[src/dfkh_pkg.sv]
// package for the dual fnv-1a 64-bit key hasher
// holds the hash constants, counter width and shared types; no dependencies
`default_nettype none

package dfkh_pkg;

    localparam int unsigned COUNT_BITS  = 32;
    localparam int unsigned HASH_BITS   = 64;
    localparam int unsigned LENGTH_BITS = 32;
    localparam int unsigned BYTE_BITS   = 8;

    localparam int unsigned OUT_BITS = 2 * HASH_BITS + LENGTH_BITS;

    localparam logic [HASH_BITS-1:0] BASIS_STANDARD = 64'hcbf2_9ce4_8422_2325;
    localparam logic [HASH_BITS-1:0] BASIS_REVERSED = 64'h8422_2325_cbf2_9ce4;

    localparam logic [COUNT_BITS-1:0]  COUNT_MAX  = '1;
    localparam logic [LENGTH_BITS-1:0] LENGTH_MAX = '1;

    typedef logic [HASH_BITS-1:0]   hash_t;
    typedef logic [COUNT_BITS-1:0]  count_t;
    typedef logic [LENGTH_BITS-1:0] length_t;

    typedef struct packed {
        hash_t   hash_standard;
        hash_t   hash_reversed;
        length_t message_length;
    } result_t;

    // clamp a byte count to the width of the length field
    function automatic length_t clamp_length(input count_t count);
        logic [63:0] wide;
        wide = 64'(count);
        clamp_length = (wide > 64'(LENGTH_MAX)) ? LENGTH_MAX : wide[LENGTH_BITS-1:0];
    endfunction

endpackage

`default_nettype wire

[src/dfkh_absorb.sv]
// one fnv-1a absorb step: xor in a byte, multiply by the 64-bit prime
// prime 2^40 + 2^8 + 0xb3 is built as a shift-add; uses dfkh_pkg
`default_nettype none

module dfkh_absorb
    import dfkh_pkg::*;
(
    input  wire hash_t                h,
    input  wire logic [BYTE_BITS-1:0] b,
    output hash_t                     h_next
);

    hash_t x;

    assign x = h ^ HASH_BITS'(b);

    // 0xb3 = 2^7 + 2^5 + 2^4 + 2^1 + 1
    assign h_next = (x << 40) + (x << 8) + (x << 7) + (x << 5) + (x << 4)
                  + (x << 1) + x;

endmodule

`default_nettype wire

[src/dual_fnv1a64_key_hasher.sv]
// dual fnv-1a 64-bit key hasher: one message byte per item, two hashes side by side
// result path: the final byte is held in the input register, then the result goes to the result register
// throughput: one byte per cycle when not stalled; the state update is a single shift-add per hash
// stalls only while a finished result waits on the output and a final byte is queued
// reset: async active low, hashes back to their offset bases, count to zero, no result held
// depends on dfkh_pkg and dfkh_absorb
`default_nettype none

module dual_fnv1a64_key_hasher
    import dfkh_pkg::*;
(
    input  wire logic                clk,
    input  wire logic                rst_n,

    input  wire logic                s_axis_tvalid,
    output logic                     s_axis_tready,
    input  wire logic [7:0]          s_axis_tdata,   // [7:0] data_byte
    input  wire logic                s_axis_tlast,   // final_byte

    output logic                     m_axis_tvalid,
    input  wire logic                m_axis_tready,
    output logic [OUT_BITS-1:0]      m_axis_tdata    // [63:0] hash_standard,
                                                     // [127:64] hash_reversed,
                                                     // [159:128] message_length
);

    // input register
    logic                 in_valid_reg, in_valid_next;
    logic [BYTE_BITS-1:0] in_byte_reg;
    logic                 in_last_reg;

    // running state
    hash_t  run_std_reg, run_std_next;
    hash_t  run_rev_reg, run_rev_next;
    count_t count_reg,   count_next;

    // result register
    logic    out_valid_reg, out_valid_next;
    result_t out_reg;

    hash_t  abs_std, abs_rev;
    count_t count_inc;
    logic   advance;
    logic   out_free;

    dfkh_absorb u_absorb_std
    (
        .h      (run_std_reg),
        .b      (in_byte_reg),
        .h_next (abs_std)
    );

    dfkh_absorb u_absorb_rev
    (
        .h      (run_rev_reg),
        .b      (in_byte_reg),
        .h_next (abs_rev)
    );

    // saturating byte counter
    assign count_inc = (count_reg == COUNT_MAX) ? count_reg : count_reg + 1'b1;

    // result slot is free when empty or being taken this cycle
    assign out_free = !out_valid_reg || m_axis_tready;

    // a held byte moves on unless it is final and the result slot is still full
    assign advance = in_valid_reg && (!in_last_reg || out_free);

    assign s_axis_tready = !in_valid_reg || advance;

    always_comb
    begin
        in_valid_next  = in_valid_reg;
        run_std_next   = run_std_reg;
        run_rev_next   = run_rev_reg;
        count_next     = count_reg;
        out_valid_next = out_valid_reg;

        if (m_axis_tready)
        begin
            out_valid_next = 1'b0;
        end

        if (advance)
        begin
            if (in_last_reg)
            begin
                // message done: hand off and restart from the bases
                run_std_next   = BASIS_STANDARD;
                run_rev_next   = BASIS_REVERSED;
                count_next     = '0;
                out_valid_next = 1'b1;
            end
            else
            begin
                run_std_next = abs_std;
                run_rev_next = abs_rev;
                count_next   = count_inc;
            end
        end

        if (s_axis_tready)
        begin
            in_valid_next = s_axis_tvalid;
        end
    end

    always_ff @(posedge clk or negedge rst_n)
    begin
        if (!rst_n)
        begin
            in_valid_reg  <= 1'b0;
            out_valid_reg <= 1'b0;
            run_std_reg   <= BASIS_STANDARD;
            run_rev_reg   <= BASIS_REVERSED;
            count_reg     <= '0;
        end
        else
        begin
            in_valid_reg  <= in_valid_next;
            out_valid_reg <= out_valid_next;
            run_std_reg   <= run_std_next;
            run_rev_reg   <= run_rev_next;
            count_reg     <= count_next;
        end
    end

    // payload registers, no reset needed
    always_ff @(posedge clk)
    begin
        if (s_axis_tready && s_axis_tvalid)
        begin
            in_byte_reg <= s_axis_tdata[BYTE_BITS-1:0];
            in_last_reg <= s_axis_tlast;
        end

        if (advance && in_last_reg)
        begin
            out_reg.hash_standard  <= abs_std;
            out_reg.hash_reversed  <= abs_rev;
            out_reg.message_length <= clamp_length(count_inc);
        end
    end

    assign m_axis_tvalid = out_valid_reg;

    // struct packs first member high; tdata puts hash_standard lowest
    assign m_axis_tdata = {out_reg.message_length, out_reg.hash_reversed,
                           out_reg.hash_standard};

endmodule

`default_nettype wire
[config.mk]
export PLATFORM = sky130hd
export DESIGN_NAME = dual_fnv1a64_key_hasher
export DESIGN_NICKNAME = d
export VERILOG_FILES = /design/src/dfkh_pkg.sv /design/src/dfkh_absorb.sv /design/src/dual_fnv1a64_key_hasher.sv
export SDC_FILE = /design/constraint.sdc
export NUM_CORES = 2
export LEC_CHECK = 0
export ABC_CLOCK_PERIOD_IN_PS = 9300
export BUFFER_PORTS_ARGS = -buffer_cell sky130_fd_sc_hd__buf_2
export CAP_MARGIN = 10
export CORE_MARGIN = 4
export CORE_UTILIZATION = 53
export CTS_CLUSTER_DIAMETER = 150
export CTS_CLUSTER_SIZE = 10
export DETAILED_ROUTE_END_ITERATION = 12
export PLACE_DENSITY = 0.82
export SETUP_SLACK_MARGIN = 0.1
export SYNTH_ARGS = -nofsm -noshare
export SYNTH_HDL_FRONTEND = slang
export SYNTH_HIERARCHICAL = 1
export SYNTH_SLANG_ARGS = --single-unit
[constraint.sdc]
create_clock -name clk -period 9.3 [get_ports clk]
set_input_delay 0 -clock clk [delete_from_list [all_inputs] [get_ports clk]]
set_output_delay 0 -clock clk [all_outputs]
set_load 0.005 [all_outputs]
**After elaboration in Yosys (flattened, before gate mapping)**

Index checks and enable logic that the tools add are counted.

- Register bits after elaboration: 331
- Latch bits: 0
- RAM bits: 0
- Memory bits (read-only): 0
- Bits of input ports: 13
- Output and inout port bits: 162
- Word-level logic and storage cells: 42
- Memories: 0

- $add $sub $neg: 13
- $mul: 0
- Div/mod/pow operators: 0
- Order comparisons: 0
- Equality and inequality tests: 1
- Shift operators: 0
- Mux-type cells: 7
- Bitwise logic cells: 2
- Reduce and logical (&&, ||, !) cells: 9

Operator list:

| operator | count |
|---|---|
| $add 64x64->64 | 12 |
| $mux 64 | 2 |
| $xor 64x8->64 | 2 |
| $mux 32 | 2 |
| $add 32x1->32 const B | 1 |
| $eq 32x32->1 const B | 1 |
| $logic_and 1x1->1 | 3 |
| $logic_not 1->1 | 3 |
| $logic_or 1x1->1 | 3 |
| $mux 1 | 3 |

**Logic depth before layout (Yosys ltp)**

- Depth in word-level cells: 8
- Gate-level depth with buffers: 22
- Mapped depth without buffers: 22

**By module**

The synthesis kept the hierarchy.

By module, submodules not included:

| module | instances | cells an instance | area each (um^2) | seq. area each (um^2) |
|---|---|---|---|---|
| dual_fnv1a64_key_hasher | 1 | 1043 | 12872.3 | 9198.8 |
| dfkh_absorb (u_absorb_rev) | 1 | 1239 | 10903.0 | 0.0 |
| dfkh_absorb (u_absorb_std) | 1 | 1177 | 10550.1 | 0.0 |

**Worst setup path after synthesis**

OpenSTA, ideal clock, no wires.

- Kind: register to register
- Start point: reg in_last_reg
- End point: reg out_reg, in the netlist m_axis_tdata[0] (enable)
- Setup time: 683 ps
- Arrival time: 7741 ps
- Required time: 8617 ps
- Path slack: 876 ps
- Cell stages (with the launch flop): 6
- Buffers on the path: 3
- Cells stage by stage: edfxtp_1 clkbuf_1 inv_1 clkbuf_1 clkbuf_1 nor2_1

- Cells in the longest elaborated chain, start to end: 4

Ends and longest elaborated chain:

| item | line | RTL |
|---|---|---|
| from (decl) | dual_fnv1a64_key_hasher.sv:30 | `logic in_last_reg;` |
| from (signal assigned) | dual_fnv1a64_key_hasher.sv:134 | `in_last_reg <= s_axis_tlast;` |
| $logic_not 1->1 | dual_fnv1a64_key_hasher.sv:67 | `assign advance = in_valid_reg && (!in_last_reg \|\| out_free);` |
| $logic_or 1x1->1 | dual_fnv1a64_key_hasher.sv:67 |  |
| $logic_and 1x1->1 | dual_fnv1a64_key_hasher.sv:67 |  |
| $logic_and 1x1->1 * | dual_fnv1a64_key_hasher.sv:137 | `if (advance && in_last_reg)` |
| to (decl) | dual_fnv1a64_key_hasher.sv:39 | `result_t out_reg;` |

Mark *: on every way between the ends. The rest lies on a longest branch, timed or not.
A chain may end at the register's enable or synchronous reset.

**Worst setup path in the final report**

- Start point: reg run_rev_reg[2]
- End point: reg run_rev_reg[39]

- Cells in the longest elaborated chain, start to end: 8

Ends and longest elaborated chain:

| item | line | RTL |
|---|---|---|
| from (decl) | dual_fnv1a64_key_hasher.sv:34 | `hash_t run_rev_reg, run_rev_next;` |
| from (signal assigned) | dual_fnv1a64_key_hasher.sv:123 | `run_rev_reg <= run_rev_next;` |
| $xor 64x8->64 * | dfkh_absorb.sv:15 | `assign x = h ^ HASH_BITS'(b);` |
| $add 64x64->64 (4 in a row) | dfkh_absorb.sv:18 | `assign h_next = (x << 40) + (x << 8) + (x << 7) + (x << 5) + (x << 4)` |
| $add 64x64->64 | dfkh_absorb.sv:19 | `+ (x << 1) + x;` |
| $add 64x64->64 * | dfkh_absorb.sv:19 |  |
| net abs_rev[39] | dual_fnv1a64_key_hasher.sv:41 | `hash_t abs_std, abs_rev;` |
| $mux 64 * | dual_fnv1a64_key_hasher.sv:86 | `if (in_last_reg)` |

Mark *: on every way through the listed nets, which the timed path passes. The rest lies on a longest branch.

==> out/qor.yml <==
synth_top_family_by_area: "adder cells"
wl_per_cell_um: 19.8
synth_compound_area_share_pct: 10.7
portBuffers: 174
die-area_sq_mm: 0.0689
die_y_um: 262
clk_pin_slew_ns: 0.07
tritoncts: "done"
ys_warn_count: 6
grt_overflow_total: 0
max_freq_ghz: 0.156
drv_cap: 0
crit_type: "flop to flop"
report.final.slew_viol_count: 0
crit_fanout: 6
cts_buffers: 39
core_area_sq_mm: 0.0642
setup_tns_ns: 0
synth_cells: 3459
antenna_cells: 0
grt_max_degree: 84
min_period_over_period_pct: 69.1
cts.sinks: 331
cts_resized: 0
drc: 0
cpPeakStageDelay_ns: 0.54
drt_pass1_iterations: 8
setup_viol_count_final: 0
cts-root-buf: "clkbuf_16"
crit_family: "compound AO/OA/AOI/OAI gates"
status: "finished clean"
num_rows: 93
io_pins: 175
rsz0062_at_grt: "false"
clk_path_buf_depth: 3
synth_area_sq_mm: 0.0343
synth-simple-area-share_pct: 11.0
cts-htree-levels: 2
post-cts-setup-buffers: 0
holdCritPathClass: "input pin to asynchronous set/reset pin"
worst_pin_slew_ns: 1.05
routabilityCongestion: 0.946
grt_pass1_vias: 26300
synth_edf_count: 169
final_antenna_net_count: 0
avgSynthCellArea_sq_um: 9.92
wirelength_mm: 89.0
crit_path_start_kind: "flop"
vias: 25200
drtIter0Drc: 2155
yosys.area_share.adder_pct: 36.6
required_ns: 9.82
drive_above_1_share_pct: 9.91
antenna_found_initial: 1
crit_chain: "xor2_1 -> clkinv_1 -> xnor2_1 -> ha_1 -> inv_1 -> fa_1 -> inv_1 -> ha_1 -> ha_1 -> fa_1 -> a211oi_1 -> o21ai_0 -> a32o_1 -> o21ai_0 -> o21ai_0 -> o311ai_0 -> buf_4 -> o21ai_0 -> xor2_1 -> nand3_1 -> nand2_1"
final_cell_mix: "inv_1 (816), fa_1 (490), nand2_1 (370)"
path_buf_inv: 4
synth_flop_cell: "edfxtp_1"
hold_viol: 0
fin_nets: 4327
dp_hpwl_mm: 68.2
synth_nets: 4183
crit_top_cell: "o21ai_0"
cp-startpoint: "run_rev_reg[2]$_DFFE_PN1N_"
synth_xor_area_share_pct: 4.39
viasPerCell: 5.60
clk_latency_ns: 0.58
synthArstFlopShare_pct: 48.9
grt_usage_pct: 26.0
grt_pass1_wl_mm: 144
rr_startpoint: "run_rev_reg[2]$_DFFE_PN1N_"
synthMuxAreaShare_pct: 0.233
start_util_pct: 53.4
final_common_cell: "inv_1"
fin_crit_ns: 6.43
critPathSlowestCell: "dfstp_2"
syn_to_final_growth_pct: 8.54
largest_reg_flops: 160
fin_worst_skew_ns: 0.0312
cp-end-kind: "flop"
cp.arrival_ns: 6.95
synth_cell_types: 105
slew_headroom_pct: 30.2
die_w_um: 262
yosysSeqAreaShare_pct: 26.8
synth-seq-cells: 331
## through the flow
stage	setup WS, ns	hold WS [ns]	utilization (%)	instances	cell area [sq um]
finish	2.87	0.0230	58.0	4489	37300
global route	2.61	0.0718	58.0	4489	37300
CTS	2.91	0.0294	58.0	4489	37300
detailed placement	2.95	0.0915	56.0	4405	36000
global placement	2.94	0.0871	56.0	4405	36000
floorplan	0.876	-0.296	-	3459	34300
## final timing paths
path	end	slack (ns)	cells past startpoint
worst min register to register	run_rev_reg[25]$_DFFE_PN1N_	0.45	2
max in group asynchronous	in_valid_reg$_DFFE_PN0N_	7.88	3
worst min-delay path	run_std_reg[61]$_DFFE_PN0N_	0.02	2
min in group clk	in_last_reg$_DFFE_PP_	0.15	2
worst max register to register	run_rev_reg[39]$_DFFE_PN0N_	2.87	21
worst max-delay path	run_rev_reg[39]$_DFFE_PN0N_	2.87	21
## kinds of logic (layout without fill, tap and decap cells)
| kind of cell | Yosys count | count (layout) |
|---|---|---|
| buf+inv | 917 | 1092 |
| simple gates | 788 | 788 |
| fa+ha+maj | 711 | 711 |
| compound gates | 532 | 532 |
| flops | 331 | 331 |
| xor+xnor | 172 | 172 |
| mux | 8 | 8 |
## cell type report
| class | instances | area [sq um] |
|---|---|---|
| Fill cell | 5390 | 27000 |
| Multi-Input combinational cell | 2211 | 21700 |
| Sequential cell | 331 | 9200 |
| Inverter | 819 | 3080 |
| Clock buffer | 69 | 1110 |
| Timing Repair Buffer | 201 | 1110 |
| Tap cell | 855 | 1070 |
| Clock inverter | 3 | 33.8 |
## per-layer routing
metal,share of wire (%),vias up,wire length [um],global-route usage [%]
li1,-,11400,-,-
met1,43,12500,37800,36.9
met2,45,1063,40200,40.2
met3,9.2,181,8180,6.40
met4,3.1,2,2730,7.78
met5,0.013,-,12,0
## timing repair
action                                 4_1_cts  5_1_grt
endpoints found under the hold margin       80        0
hold buffers                                12        0
setup endpoints to repair                    0        0
## Yosys cell counts (17+ instances only)
library cell  number  area (sq um)
inv_1            817          3070
fa_1             490          9810
nand2_1          371          1390
ha_1             221          2770
edfxtp_1         169          5070
xnor2_1          125          1090
nand3_1          120           601
o21ai_0          120           601
a21oi_1          116           581
dfrtp_1          106          2650
nor2_1            91           342
a21o_1            79           593
clkbuf_1          68           255
dfstp_2           56          1470
xor2_1            47           412
nor3_1            42           210
nand4_1           33           206
a31oi_1           24           150
and3_1            19           119
buf_2             17          85.1
Power is not shown: default switching activity piles up to over one toggle a cycle in this logic, so the estimate is an artifact.
